### src/rtl/i2cm_pkg.sv
// Shared types and constants for the I2C master bit sequencer.
`default_nettype none
package i2cm_pkg;

    typedef enum logic [2:0] {
        OP_START = 3'd0,
        OP_STOP  = 3'd1,
        OP_SEND  = 3'd2,
        OP_RECV  = 3'd3,
        OP_SACK  = 3'd4,
        OP_RACK  = 3'd5
    } op_t;

    localparam int unsigned BIT_COUNT = 8;
    localparam int unsigned STEP_W    = 5;
    localparam int unsigned PHASE_W   = 2;
    localparam logic [STEP_W-1:0] SEND_LAST = STEP_W'(3 * BIT_COUNT - 1);
    localparam logic [STEP_W-1:0] RECV_LAST = STEP_W'(2 * BIT_COUNT);
    localparam logic [PHASE_W-1:0] PHASE_DRIVE = 2'd0;
    localparam logic [PHASE_W-1:0] PHASE_HIGH  = 2'd1;
    localparam logic [PHASE_W-1:0] PHASE_LOW   = 2'd2;

    typedef struct packed {
        logic       is_tick;
        logic       op_ok;
        logic [2:0] op;
        logic [7:0] tx_byte;
        logic       ack_out;
        logic       sda_in;
    } item_t;

    typedef struct packed {
        logic       scl_level;
        logic       sda_level;
        logic       busy_res;
        logic       done_res;
        logic [7:0] rx_byte;
        logic       ack_seen;
        logic       rejected;
    } result_t;

endpackage
`default_nettype wire

### src/rtl/i2cm_fifo.sv
// Small register FIFO with push/full and pop/empty sides.
`default_nettype none
module i2cm_fifo #(
    parameter int unsigned WIDTH = 8,
    parameter int unsigned DEPTH = 2
) (
    input  wire logic             clk,
    input  wire logic             rst_n,
    input  wire logic             push,
    input  wire logic [WIDTH-1:0] wdata,
    output logic                  full,
    input  wire logic             pop,
    output logic [WIDTH-1:0]      rdata,
    output logic                  empty
);
    localparam int unsigned AW = (DEPTH > 1) ? $clog2(DEPTH) : 1;
    localparam int unsigned CW = $clog2(DEPTH + 1);

    logic [WIDTH-1:0] mem_reg [DEPTH];
    logic [AW-1:0]    wr_ptr_reg, wr_ptr_next;
    logic [AW-1:0]    rd_ptr_reg, rd_ptr_next;
    logic [CW-1:0]    count_reg, count_next;
    logic             do_push, do_pop;

    assign full    = (count_reg == CW'(DEPTH));
    assign empty   = (count_reg == '0);
    assign do_push = push && !full;
    assign do_pop  = pop && !empty;
    assign rdata   = mem_reg[rd_ptr_reg];

    always_comb
    begin
        wr_ptr_next = wr_ptr_reg;
        rd_ptr_next = rd_ptr_reg;
        count_next  = count_reg;
        if (do_push)
        begin
            wr_ptr_next = (wr_ptr_reg == AW'(DEPTH - 1)) ? '0 : wr_ptr_reg + 1'b1;
        end
        if (do_pop)
        begin
            rd_ptr_next = (rd_ptr_reg == AW'(DEPTH - 1)) ? '0 : rd_ptr_reg + 1'b1;
        end
        if (do_push && !do_pop)
        begin
            count_next = count_reg + 1'b1;
        end
        else if (do_pop && !do_push)
        begin
            count_next = count_reg - 1'b1;
        end
    end

    always_ff @(posedge clk or negedge rst_n)
    begin
        if (!rst_n)
        begin
            wr_ptr_reg <= '0;
            rd_ptr_reg <= '0;
            count_reg  <= '0;
        end
        else
        begin
            wr_ptr_reg <= wr_ptr_next;
            rd_ptr_reg <= rd_ptr_next;
            count_reg  <= count_next;
        end
    end

    always_ff @(posedge clk)
    begin
        if (do_push)
        begin
            mem_reg[wr_ptr_reg] <= wdata;
        end
    end
endmodule
`default_nettype wire

### src/rtl/i2cm_front.sv
// Front end: classify incoming transactions and queue them for the pin sequencer.
`default_nettype none
module i2cm_front #(
    parameter int unsigned DEPTH = 2
) (
    input  wire logic          clk,
    input  wire logic          rst_n,
    input  wire logic          push,
    output logic               full,
    input  wire logic          kind,
    input  wire logic [2:0]    op,
    input  wire logic [7:0]    tx_byte,
    input  wire logic          ack_out,
    input  wire logic          sda_in,
    output i2cm_pkg::item_t    item,
    output logic               item_valid,
    input  wire logic          item_take
);
    i2cm_pkg::item_t in_item;
    logic            q_empty;

    always_comb
    begin
        in_item.is_tick = kind;
        in_item.op_ok   = (op <= 3'(i2cm_pkg::OP_RACK));
        in_item.op      = op;
        in_item.tx_byte = tx_byte;
        in_item.ack_out = ack_out;
        in_item.sda_in  = sda_in;
    end

    i2cm_fifo #(
        .WIDTH ($bits(i2cm_pkg::item_t)),
        .DEPTH (DEPTH)
    ) u_queue (
        .clk   (clk),
        .rst_n (rst_n),
        .push  (push),
        .wdata (in_item),
        .full  (full),
        .pop   (item_take),
        .rdata (item),
        .empty (q_empty)
    );

    assign item_valid = !q_empty;
endmodule
`default_nettype wire

### src/rtl/i2cm_back.sv
// Back end: run the pin programs one step per tick and build each result.
`default_nettype none
module i2cm_back (
    input  wire logic             clk,
    input  wire logic             rst_n,
    input  wire i2cm_pkg::item_t  item,
    input  wire logic             item_valid,
    output logic                  item_take,
    input  wire logic             res_full,
    output logic                  res_push,
    output i2cm_pkg::result_t     res
);
    logic                         scl_reg, scl_next;
    logic                         sda_reg, sda_next;
    i2cm_pkg::op_t                op_reg, op_next;
    logic [i2cm_pkg::STEP_W-1:0]  step_reg, step_next;
    logic [i2cm_pkg::PHASE_W-1:0] phase_reg, phase_next;
    logic                         busy_reg, busy_next;
    logic [7:0]                   tx_reg, tx_next;
    logic [7:0]                   rx_reg, rx_next;
    logic                         ack_hold_reg, ack_hold_next;
    logic                         ack_read_reg, ack_read_next;
    logic                         done, rej, last;

    assign item_take = item_valid && !res_full;
    assign res_push  = item_take;

    always_comb
    begin
        scl_next      = scl_reg;
        sda_next      = sda_reg;
        op_next       = op_reg;
        step_next     = step_reg;
        phase_next    = phase_reg;
        busy_next     = busy_reg;
        tx_next       = tx_reg;
        rx_next       = rx_reg;
        ack_hold_next = ack_hold_reg;
        ack_read_next = ack_read_reg;
        done          = 1'b0;
        rej           = 1'b0;
        last          = 1'b0;
        if (!item.is_tick)
        begin
            if (busy_reg || !item.op_ok)
            begin
                rej = 1'b1;
            end
            else
            begin
                op_next    = i2cm_pkg::op_t'(item.op);
                step_next  = '0;
                phase_next = i2cm_pkg::PHASE_DRIVE;
                busy_next  = 1'b1;
                if (item.op == 3'(i2cm_pkg::OP_SEND))
                begin
                    tx_next = item.tx_byte;
                end
                if (item.op == 3'(i2cm_pkg::OP_SACK))
                begin
                    ack_hold_next = item.ack_out;
                end
            end
        end
        else if (busy_reg)
        begin
            case (op_reg)
                i2cm_pkg::OP_START:
                begin
                    case (step_reg)
                        5'd0:    sda_next = 1'b1;
                        5'd1:    scl_next = 1'b1;
                        5'd2:    sda_next = 1'b0;
                        default:
                        begin
                            scl_next = 1'b0;
                            last     = 1'b1;
                        end
                    endcase
                end
                i2cm_pkg::OP_STOP:
                begin
                    case (step_reg)
                        5'd0:    sda_next = 1'b0;
                        5'd1:    scl_next = 1'b1;
                        default:
                        begin
                            sda_next = 1'b1;
                            last     = 1'b1;
                        end
                    endcase
                end
                i2cm_pkg::OP_SEND:
                begin
                    case (phase_reg)
                        i2cm_pkg::PHASE_DRIVE:
                        begin
                            sda_next = tx_reg[7];
                            tx_next  = {tx_reg[6:0], 1'b0};
                        end
                        i2cm_pkg::PHASE_HIGH: scl_next = 1'b1;
                        default:
                        begin
                            scl_next = 1'b0;
                            last     = (step_reg >= i2cm_pkg::SEND_LAST);
                        end
                    endcase
                end
                i2cm_pkg::OP_RECV:
                begin
                    if (step_reg == '0)
                    begin
                        sda_next = 1'b1;
                        tx_next  = '0;
                    end
                    else if (step_reg[0])
                    begin
                        scl_next = 1'b1;
                    end
                    else
                    begin
                        tx_next  = {tx_reg[6:0], item.sda_in};
                        scl_next = 1'b0;
                        if (step_reg >= i2cm_pkg::RECV_LAST)
                        begin
                            rx_next = {tx_reg[6:0], item.sda_in};
                            last    = 1'b1;
                        end
                    end
                end
                i2cm_pkg::OP_SACK:
                begin
                    case (step_reg)
                        5'd0:    sda_next = ack_hold_reg;
                        5'd1:    scl_next = 1'b1;
                        default:
                        begin
                            scl_next = 1'b0;
                            last     = 1'b1;
                        end
                    endcase
                end
                i2cm_pkg::OP_RACK:
                begin
                    case (step_reg)
                        5'd0:    sda_next = 1'b1;
                        5'd1:    scl_next = 1'b1;
                        default:
                        begin
                            ack_read_next = item.sda_in;
                            scl_next      = 1'b0;
                            last          = 1'b1;
                        end
                    endcase
                end
                default:
                begin
                    last = 1'b1;
                end
            endcase
            done = last;
            if (last)
            begin
                busy_next  = 1'b0;
                step_next  = '0;
                phase_next = i2cm_pkg::PHASE_DRIVE;
            end
            else
            begin
                step_next  = step_reg + 1'b1;
                phase_next = (phase_reg == i2cm_pkg::PHASE_LOW) ? i2cm_pkg::PHASE_DRIVE
                                                                 : phase_reg + 1'b1;
            end
        end
    end

    always_comb
    begin
        res.scl_level = scl_next;
        res.sda_level = sda_next;
        res.busy_res  = busy_next;
        res.done_res  = done;
        res.rx_byte   = rx_next;
        res.ack_seen  = ack_read_next;
        res.rejected  = rej;
    end

    always_ff @(posedge clk or negedge rst_n)
    begin
        if (!rst_n)
        begin
            scl_reg      <= 1'b1;
            sda_reg      <= 1'b1;
            op_reg       <= i2cm_pkg::OP_START;
            step_reg     <= '0;
            phase_reg    <= i2cm_pkg::PHASE_DRIVE;
            busy_reg     <= 1'b0;
            tx_reg       <= '0;
            rx_reg       <= '0;
            ack_hold_reg <= 1'b0;
            ack_read_reg <= 1'b0;
        end
        else if (item_take)
        begin
            scl_reg      <= scl_next;
            sda_reg      <= sda_next;
            op_reg       <= op_next;
            step_reg     <= step_next;
            phase_reg    <= phase_next;
            busy_reg     <= busy_next;
            tx_reg       <= tx_next;
            rx_reg       <= rx_next;
            ack_hold_reg <= ack_hold_next;
            ack_read_reg <= ack_read_next;
        end
    end
endmodule
`default_nettype wire

### src/rtl/i2c_master_bit_sequencer.sv
// Top level of the I2C master bit sequencer.
// A transaction's result passes through the input queue and then the result queue
// before it is on the result ports, where it can be popped.
// Throughput: one transaction per cycle, retired by the pin sequencer unless the result queue is full.
// Reset: both lines released, sequencer idle, both queues empty.
`default_nettype none
module i2c_master_bit_sequencer #(
    parameter int unsigned IN_DEPTH  = 2,
    parameter int unsigned OUT_DEPTH = 2
) (
    input  wire logic       clk,
    input  wire logic       rst_n,
    input  wire logic       push,
    output logic            full,
    input  wire logic       kind,
    input  wire logic [2:0] op,
    input  wire logic [7:0] tx_byte,
    input  wire logic       ack_out,
    input  wire logic       sda_in,
    output logic            empty,
    input  wire logic       pop,
    output logic            scl_level,
    output logic            sda_level,
    output logic            busy_res,
    output logic            done_res,
    output logic [7:0]      rx_byte,
    output logic            ack_seen,
    output logic            rejected
);
    i2cm_pkg::item_t   item;
    logic              item_valid;
    logic              item_take;
    i2cm_pkg::result_t res_in;
    i2cm_pkg::result_t res_out;
    logic              res_push;
    logic              res_full;

    i2cm_front #(
        .DEPTH (IN_DEPTH)
    ) u_front (
        .clk        (clk),
        .rst_n      (rst_n),
        .push       (push),
        .full       (full),
        .kind       (kind),
        .op         (op),
        .tx_byte    (tx_byte),
        .ack_out    (ack_out),
        .sda_in     (sda_in),
        .item       (item),
        .item_valid (item_valid),
        .item_take  (item_take)
    );

    i2cm_back u_back (
        .clk        (clk),
        .rst_n      (rst_n),
        .item       (item),
        .item_valid (item_valid),
        .item_take  (item_take),
        .res_full   (res_full),
        .res_push   (res_push),
        .res        (res_in)
    );

    i2cm_fifo #(
        .WIDTH ($bits(i2cm_pkg::result_t)),
        .DEPTH (OUT_DEPTH)
    ) u_res_queue (
        .clk   (clk),
        .rst_n (rst_n),
        .push  (res_push),
        .wdata (res_in),
        .full  (res_full),
        .pop   (pop),
        .rdata (res_out),
        .empty (empty)
    );

    assign scl_level = res_out.scl_level;
    assign sda_level = res_out.sda_level;
    assign busy_res  = res_out.busy_res;
    assign done_res  = res_out.done_res;
    assign rx_byte   = res_out.rx_byte;
    assign ack_seen  = res_out.ack_seen;
    assign rejected  = res_out.rejected;

    a_done_idle: assert property (@(posedge clk) disable iff (!rst_n)
        (res_push && res_in.done_res) |-> !res_in.busy_res)
        else $error("finished transaction still reports busy");

    a_rej_no_done: assert property (@(posedge clk) disable iff (!rst_n)
        (res_push && res_in.rejected) |-> !res_in.done_res)
        else $error("rejected command also reports done");

    a_no_overflow: assert property (@(posedge clk) disable iff (!rst_n)
        item_take |-> !res_full)
        else $error("result pushed into a full queue");

    a_take_valid: assert property (@(posedge clk) disable iff (!rst_n)
        item_take |-> item_valid)
        else $error("sequencer took from an empty input queue");
endmodule
`default_nettype wire
### config.mk
export PLATFORM = sky130hd
export DESIGN_NAME = i2c_master_bit_sequencer
export DESIGN_NICKNAME = d
export VERILOG_FILES = /design/src/rtl/i2cm_pkg.sv /design/src/rtl/i2cm_fifo.sv /design/src/rtl/i2cm_front.sv /design/src/rtl/i2cm_back.sv /design/src/rtl/i2c_master_bit_sequencer.sv
export SDC_FILE = /design/constraint.sdc
export NUM_CORES = 1
export LEC_CHECK = 0
export ABC_AREA = 1
export BUFFER_PORTS_ARGS = -buffer_cell sky130_fd_sc_hd__buf_2
export CORE_UTILIZATION = 45
export DETAILED_ROUTE_END_ITERATION = 8
export PLACE_DENSITY_LB_ADDON = 0.1
export REMOVE_ABC_BUFFERS = 1
export SYNTH_ARGS = -nofsm -noshare
export SYNTH_HDL_FRONTEND = slang
export SYNTH_SLANG_ARGS = --single-unit
### constraint.sdc
create_clock -name clk -period 1.85 [get_ports clk]
set_input_delay 0.0925 -clock clk [delete_from_list [all_inputs] [get_ports clk]]
set_output_delay 0.0925 -clock clk [all_outputs]
set_load 0.005 [all_outputs]
* After elaboration in Yosys (flattened, before gate mapping)
Memory sizes are Yosys's and may differ from the RTL's. Cells that the tools add are included.
Cells by class: add/sub/neg operators 10, bitwise gates (word level) 2, $lt $le $gt $ge 3, muxes and demuxes 73, equality and inequality tests 18, reductions and logical operators 38
Operators with widths (count):
- $mux W8 | 13
- $mux W1 | 38
- $mux W5 | 4
- $mux W2 | 9
- $pmux W8 S2 | 1
- $ge A5 B5 Y1 const B | 2
- $pmux W1 S2 | 5
- $pmux W1 S5 | 2
- $reduce_or A2 Y1 | 5
- $eq A3 B2 Y1 const B | 3
- $eq A3 B3 Y1 const B | 3
- $logic_and A1 B1 Y1 | 9
- $logic_not A1 Y1 | 9
- $reduce_and A7 Y1 | 1
- $add A2 B1 Y2 const B | 3
- $eq A2 B2 Y1 const B | 3
- $logic_not A2 Y1 | 3
- $ne A3 B3 Y1 const B | 2
- $reduce_and A3 Y1 | 2
- $reduce_bool A2 Y1 | 3
- $reduce_or A3 Y1 | 2
- $add A5 B1 Y5 const B | 1
- $eq A5 B1 Y1 const B | 1
- $eq A5 B2 Y1 const B | 1
- other kinds (14) | 19
Storage, ports and cells: memory bits (writable) 58, output and inout bits 16, flip-flop bits (word level) 39, logic and storage cells 162, input port bits 18, memories kept 2
Memory list:
- u_front.u_queue.mem_reg | depth 2, width 15, rd ports 1, clocked after Yosys merged registers in 0, wr ports 1, RTL line i2cm_fifo.sv:19 | logic [WIDTH-1:0] mem_reg [DEPTH];
- u_res_queue.mem_reg | depth 2, width 14, rd ports 1, clocked after Yosys merged registers in 0, wr ports 1, RTL line i2cm_fifo.sv:19

* Longest topological paths before layout
Gate-level depths: netlist of the first run.
depth in word-level cells 10, mapped depth 12, gate-level depth less buffers 12

* Hierarchy
From an unflattened synthesis of the first run, not the netlist that was laid out.
Unflattened totals: cells, all modules 517, area, all modules 4649.5 µm²
By module, submodules not included:
- i2cm_back | times used 1, area an instance 2058.2 µm², cells an instance 300, sequential area each 778.2 µm²
- i2cm_fifo at u_front.u_queue | times used 1, area an instance 1327.5 µm², cells an instance 110, sequential area each 1001.0 µm²
- i2cm_fifo at u_res_queue | times used 1, area an instance 1256.2 µm², cells an instance 105, sequential area each 940.9 µm²
- i2cm_front | times used 1, area an instance 7.5 µm², cells an instance 2, sequential area each 0.0 µm²

* Least setup slack after synthesis of the first run
OpenSTA, ideal clock, no wires.
path kind register to register, start point register u_res_queue.count_reg[1], end point memory u_res_queue.mem_reg[1][0] (netlist name) (enable), cell stages (with the launch flop) 5, slack 92 ps, buffers on the path 1, data required time 1464 ps, arrival time 1372 ps, period minus slack after synthesis 1758 ps, cells stage by stage dfrtp_1 > inv_1 > o22ai_1 > buf_2 > nor2_1
On the way: word-level cells in the longest chain between the ends 6
RTL lines:
- start: declaration | RTL line i2cm_fifo.sv:22 | logic [CW-1:0] count_reg, count_next;
- start signal: assignment | RTL line i2cm_fifo.sv:66 | count_reg <= count_next;
- $eq A2 B2 Y1 * | RTL line i2cm_fifo.sv:25 | assign full = (count_reg == CW'(DEPTH));
- $logic_not A1 Y1 * | RTL line i2cm_fifo.sv:27, i2cm_back.sv:25
- $logic_and A1 B1 Y1 | RTL line i2cm_back.sv:25 | assign item_take = item_valid && !res_full;
- $logic_and A1 B1 Y1 * | RTL line i2cm_fifo.sv:27 | assign do_push = push && !full;
- $mux W1 * | RTL line i2cm_fifo.sv:72 | if (do_push)
- $mux W1 (not written as such) * | RTL line i2cm_fifo.sv:74 | mem_reg[wr_ptr_reg] <= wdata;
- end: declaration | RTL line i2cm_fifo.sv:19
Every way passes the cells marked *; elsewhere a longest branch is shown, timed or not.

==> impl_metrics.tcl, run 1 <==
set metrics [dict create \
    outcome "finished, final reports clean" \
    dieArea_mm2 0.0106 \
    synthXorXnorAreaFrac 0.0171 \
    ant_nets 0 \
    yosysSeqAreaShare 0.591 \
    fin_skew_ps 21.4 \
    cp.required_ps 1980 \
    syn_to_final_growth_pct 18.7 \
    crit_path_top_delay_cell "dfrtp_2" \
    postSynth.asyncResetShare 0.402 \
    end_kind "register" \
    synthTopCellsByArea "edfxtp_1 38%, dfrtp_1 20%, nand2_1 12%, inv_1 3.6%, nand3_1 3.0%" \
    synth_mux_area_frac 0.0152 \
    drt-total-wl_um 8540 \
    ys_seq_elements 97 \
    synth_flop_cell "edfxtp_1" \
    grt_pass1_vias 3002 \
    maxCapViolCount 0 \
    clk_latency_ps 380 \
    netlist_instances 471 \
    antenna_cells 0 \
    fin_nets 572 \
    fp.dieW_um 103 \
    synth-edff-count 58 \
    antenna_found_initial 0 \
    core-area_mm2 0.00986 \
    cts.htree.levels 3 \
    crit_fanout 5 \
    grt_overflow_total 0 \
    crit_chain "buf_4, ha_1, nand3_1, nand3_2, nand4_4, a21boi_1, buf_4" \
    utilization 0.554 \
    cp_common_cell "buf_4" \
    initial_core_util 0.467 \
    vias 3228 \
    grt_pass1_wl_um 13800 \
    die_y_um 103 \
    worstPathArrival_ps 1890 \
    yosysTopAreaCellShare 0.378 \
    dp_cells 648 \
    vias_per_cell 4.71 \
    yosysUniqueCellTypes 40 \
    synth_compound_area_frac 0.0606 \
    ios 34 \
    routedWlPerCell_um 12.4 \
    finalHoldViolations 0 \
    row_count 36 \
    tritoncts "yes" \
    yosys.cell_count.top_type "nand2_1" \
    cts_sinks 97 \
    io_buffers 33 \
    root_buffer "clkbuf_8" \
    ys_warn_count 0 \
    drcViolationCount 0 \
    synth_top_family_by_area "simple AND/OR/NAND/NOR gates" \
    peakVddDrop_mv 0.624 \
    cts_buffers 9 \
    slowest_delay_ps 450 \
    critPathLaunchType "register" \
    grt_max_degree 27 \
    cts_buffer_depth 2 \
    largest_reg_flops 30 \
    setup_viol 0 \
    track_usage 0.173 \
    powerDensity_mw_per_mm2 1630 \
    critPathKind "reg -> reg" \
    clkTransAtPathRegs_ps 110 \
    hold_path.class "in -> reg" \
    dr.first_iter.drc_count 125 \
    tightest_slew_ps 620 \
    maxSlewHeadroom 0.587 \
    drive_gt1_frac 0.213 \
    p_leak_nw 2.51 \
    synth_top_area_cell "edfxtp_1" \
    finalCritPeriodShare 0.954 \
    ys_top_cells_by_count "150 x nand2_1, 58 x edfxtp_1, 44 x inv_1, 37 x dfrtp_1, 37 x nor2_1" \
    syn-mean-instance-area_um2 9.78 \
    place.gp.congestion 0.845 \
    fmax_mhz 567 \
    synth_adder_area_share 0.0163 \
    syn_area_mm2 0.00460 \
    dr.pass1.iters 4 \
    synthSimpleGateAreaFrac 0.246 \
    stdcell_count 686 \
    maxSlewViolCount 0 \
    dp_hpwl_um 5980 \
    layout_min_cycle_time_ps 1770 \
]
## cells in the final DEF (no fill, tap or decap), types with 2 or more instances in the layout
cell           instances
inv_1                 41
inv_8                  2
nand2_8                2
dfrtp_2                3
o21ai_1               11
nand3_1               25
edfxtp_1              58
nand4_1                4
nor2_2                 3
nand3_2                3
nand2_1              149
clkbuf_8               9
nand2_2                5
dfstp_2                2
a21oi_2                7
buf_4                 28
nor2_1                36
xor2_1                 7
ha_1                   6
buf_2                 33
nor2_8                 2
clkinvlp_4             2
a21oi_1                7
dfrtp_1               34
o21ai_0               18
xnor2_1                2
nand3_4                2
nor3_1                 3
clkinv_4               2
mux2i_1                7
inv_2                  4
nand3b_1               7
dlygate4sd3_1         15
## final cells by class
cell class | count | area, µm²
Fill cell | 888 | 4400
Sequential cell | 97 | 2720
Multi-Input combinational cell | 317 | 1680
Timing Repair Buffer | 76 | 526
Inverter | 47 | 183
Tap cell | 133 | 166
Clock buffer | 9 | 124
Clock inverter | 7 | 61.3
## kinds of logic after synthesis
| group | count (synthesis) |
|---|---|
| simple gates | 246 |
| flops | 97 |
| buf+inv | 58 |
| compound gates | 48 |
| xor+xnor | 9 |
| mux | 7 |
| fa+ha+maj | 6 |
## power breakdown
group	total (mW)	internal (mW)	switching, mW
Combinational	3.96	1.55	2.41
Clock	1.31	0.514	0.791
Sequential	3.67	3.21	0.459
Total	8.93	5.27	3.66
## through the flow
step	worst slack [ps]	TNS, ps	hold WS [ps]	power [mW]	area (µm²)
after floorplan	-420	-1460	-203	6.11	4530
after global placement	73.5	0	139	7.40	5030
after detailed placement	56.1	0	141	7.47	5030
after CTS	34.9	0	120	8.79	5370
after global routing	-3.58	-7.16	134	9.65	5460
final	84.8	0	119	8.93	5460
## metal layers
metal / vias to the layer above / routed length [µm] / share of wire / GRT usage
met5: - / 0 / 0 / 0
met4: 0 / 153 / 0.018 / 0.0748
met3: 14 / 218 / 0.026 / 0.0264
met2: 53 / 3790 / 0.44 / 0.278
met1: 1464 / 4380 / 0.51 / 0.234
li1: 1697 / - / - / -
## final timing paths
path / start / endpoint / slack [ps] / cells after the start
setup reg to reg: u_back.step_reg[0] / u_res_queue.mem_reg[0][11] / 80 / 7
hold / removal: pop / u_res_queue.rd_ptr_reg / 120 / 4
hold reg to reg: u_back.sda_reg / u_back.sda_reg / 490 / 2
setup / recovery: u_back.step_reg[0] / u_res_queue.mem_reg[0][11] / 80 / 7
min in group asynchronous: rst_n / u_back.rx_reg[5] / 260 / 2
max in group asynchronous: rst_n / u_back.tx_reg[3] / 1030 / 3
## critical path, delay by kind of cell (launching register included)
kind,cells,cell delay [ps]
and+or+nand+nor,3,510
DFF,1,450
adders and majority gates,1,200
buffers and inverters,2,280
AOI/OAI and AO/OA,1,80
## timing repair
| action | CTS | global route |
|---|---|---|
| gates resized for setup | 1 | 14 |
| buffers inserted | 0 | 6 |
| endpoints found under the hold margin | 50 | 0 |
| hold buffers | 15 | 0 |
| setup endpoints to repair | 14 | 24 |
| pin swaps | 0 | 2 |
| cloned | 0 | 1 |
Note: power is estimated with default switching activity, not from simulation.
==> run 2: changes to the inputs <==
PLACE_DENSITY = 0.7   (was default)
PLACE_DENSITY_LB_ADDON = default   (was 0.1)
==> run 2 against run 1 <==
- combinational power decreased by 5%
- via count increased by 0.12%
- worst hold slack improved by 0.79 ps
- clock power about the same
- sequential power decreased by 1%
- clock-buffer cell count increased by 1
- utilization decreased by 0.84 points
==> impl_metrics.tcl, run 2 (same netlist as run 1, synthesis figures left out) <==
set metrics [dict create \
    cts.htree.levels 3 \
    root_buffer "clkbuf_8" \
    routedWlPerCell_um 12.6 \
    largest_reg_flops 30 \
    dp_hpwl_um 6050 \
    worstPathArrival_ps 2030 \
    clkTransAtPathRegs_ps 110 \
    initial_core_util 0.467 \
    grt_pass1_vias 3058 \
    cts_buffer_depth 2 \
    utilization 0.546 \
    grt_overflow_total 0 \
    drt-total-wl_um 8530 \
    pwr-share-comb 0.433 \
    tightest_slew_ps 494 \
    power.switching_mw 3.55 \
    layout_min_cycle_time_ps 1730 \
    fin_nets 564 \
    drive_gt1_frac 0.191 \
    dr.first_iter.drc_count 151 \
    antenna_found_initial 0 \
    io_buffers 33 \
    power.share.sequential 0.415 \
    drcViolationCount 0 \
    end_kind "register" \
    row_count 36 \
    dieArea_mm2 0.0106 \
    crit_fanout 7 \
    grt_pass1_wl_um 14200 \
    total_power_mw 8.73 \
    finalHoldViolations 0 \
    vias 3232 \
    maxSlewViolCount 0 \
    finalCritPeriodShare 0.937 \
    cts_buffers 9 \
    powerDensity_mw_per_mm2 1620 \
    critPathKind "reg -> reg" \
    grt_max_degree 19 \
    ios 34 \
    critPathLaunchType "register" \
    syn_to_final_growth_pct 16.9 \
    place.gp.congestion 0.903 \
    maxSlewHeadroom 0.669 \
    pwr-share-clk 0.152 \
    regToRegSetupSlack_ps 120 \
    setup_viol 0 \
    swShare 0.406 \
    core-area_mm2 0.00986 \
    vias_per_cell 4.77 \
    p_int_mw 5.18 \
    stdcell_count 678 \
    fin_skew_ps 19.3 \
    dp_cells 645 \
    tritoncts "yes" \
    antenna_cells 0 \
    seqCellArea_mm2 0.00272 \
    track_usage 0.176 \
    fp.dieW_um 103 \
    dr.pass1.iters 4 \
    ant_nets 0 \
    multi_input_area_mm2 0.00165 \
    clk_latency_ps 360 \
    p_leak_nw 2.48 \
    cp.required_ps 2150 \
    fill_cells 856 \
    cts_sinks 97 \
    maxCapViolCount 0 \
    outcome "finished, final reports clean" \
    die_y_um 103 \
    final_common_cell "nand2_1" \
    hold_path.class "in -> reg" \
    fmax_mhz 577 \
    mostFrequentLayoutCells "150 x nand2_1, 58 x edfxtp_1, 43 x inv_1, 36 x dfrtp_1, 35 x nor2_1" \
    peakVddDrop_mv 0.747 \
]
-- run 2: changes by cell type in the layout (fill, tap and decap cells not counted), sizes merged --
cell | before | now
buf | 61 | 54
clkbuf | 9 | 10
clkinvlp | 2 | 0
inv | 49 | 50
nand4 | 6 | 5
-- run 2: final cells by class --
class,count,area share
sequential,97,0.506
multi-input combinational,316,0.306
timing repair buffer,69,0.0879
tap,133,0.0309
clock inverter,6,0.0107
clock buffer,10,0.0256
inverter,47,0.0332
-- run 2: worst paths after layout --
| kind | startpoint | endpoint | depth (start not counted) |
|---|---|---|---|
| worst max-delay path | u_back.step_reg[0] | u_back.step_reg[0] | 8 |
| worst min-delay path | pop | u_res_queue.rd_ptr_reg | 4 |
| worst max register to register | u_back.step_reg[0] | u_back.step_reg[0] | 8 |
| worst min register to register | u_back.sda_reg | u_back.sda_reg | 2 |
| max in group asynchronous | rst_n | u_back.rx_reg[2] | 3 |
| min in group asynchronous | rst_n | u_back.step_reg[0] | 2 |
-- run 2: metal layers --
metal | vias to the layer above | GRT usage | share of wire | wire [µm]
li1 | 1687 | - | - | -
met1 | 1464 | 0.229 | 0.48 | 4090
met2 | 64 | 0.287 | 0.46 | 3950
met3 | 17 | 0.0325 | 0.036 | 304
met4 | 0 | 0.0834 | 0.022 | 189
met5 | - | 0 | 0 | 0
-- run 2: what timing repair did --
action | 4_1_cts | 5_1_grt
hold buffers | 15 | 0
setup endpoints to repair | 0 | 14
gates resized for setup | 0 | 6
setup buffers | 0 | 2
endpoints found under the hold margin | 44 | 0
-- run 2: power by group through the flow --
stage	clock, mW	combinational [mW]	sequential, mW
floorplan	0	2.49	3.62
global placement	0	3.62	3.63
detailed placement	0	3.73	3.66
CTS	1.36	3.76	3.62
global route	1.45	4.29	3.70
finish	1.33	3.78	3.62
-- run 2: per-stage QoR --
stage                     area, µm²  setup slack (ps)  TNS (ps)  hold slack, ps
after floorplan                4530              -420     -1460            -203
after global placement         5010               160         0            62.0
after detailed placement       5010               118         0            61.3
after CTS                      5350               103         0             109
after global routing           5380             -1.96     -1.96             153
final                          5380               116         0             120
-- run 2: critical path, cell delays in order (launching register included) --
cell	delay, ps
dfrtp_1	420
buf_4	160
ha_1	170
nand3_1	180
nand3_1	190
nand4_4	120
buf_4	180
nand3b_1	160
nand2_1	90
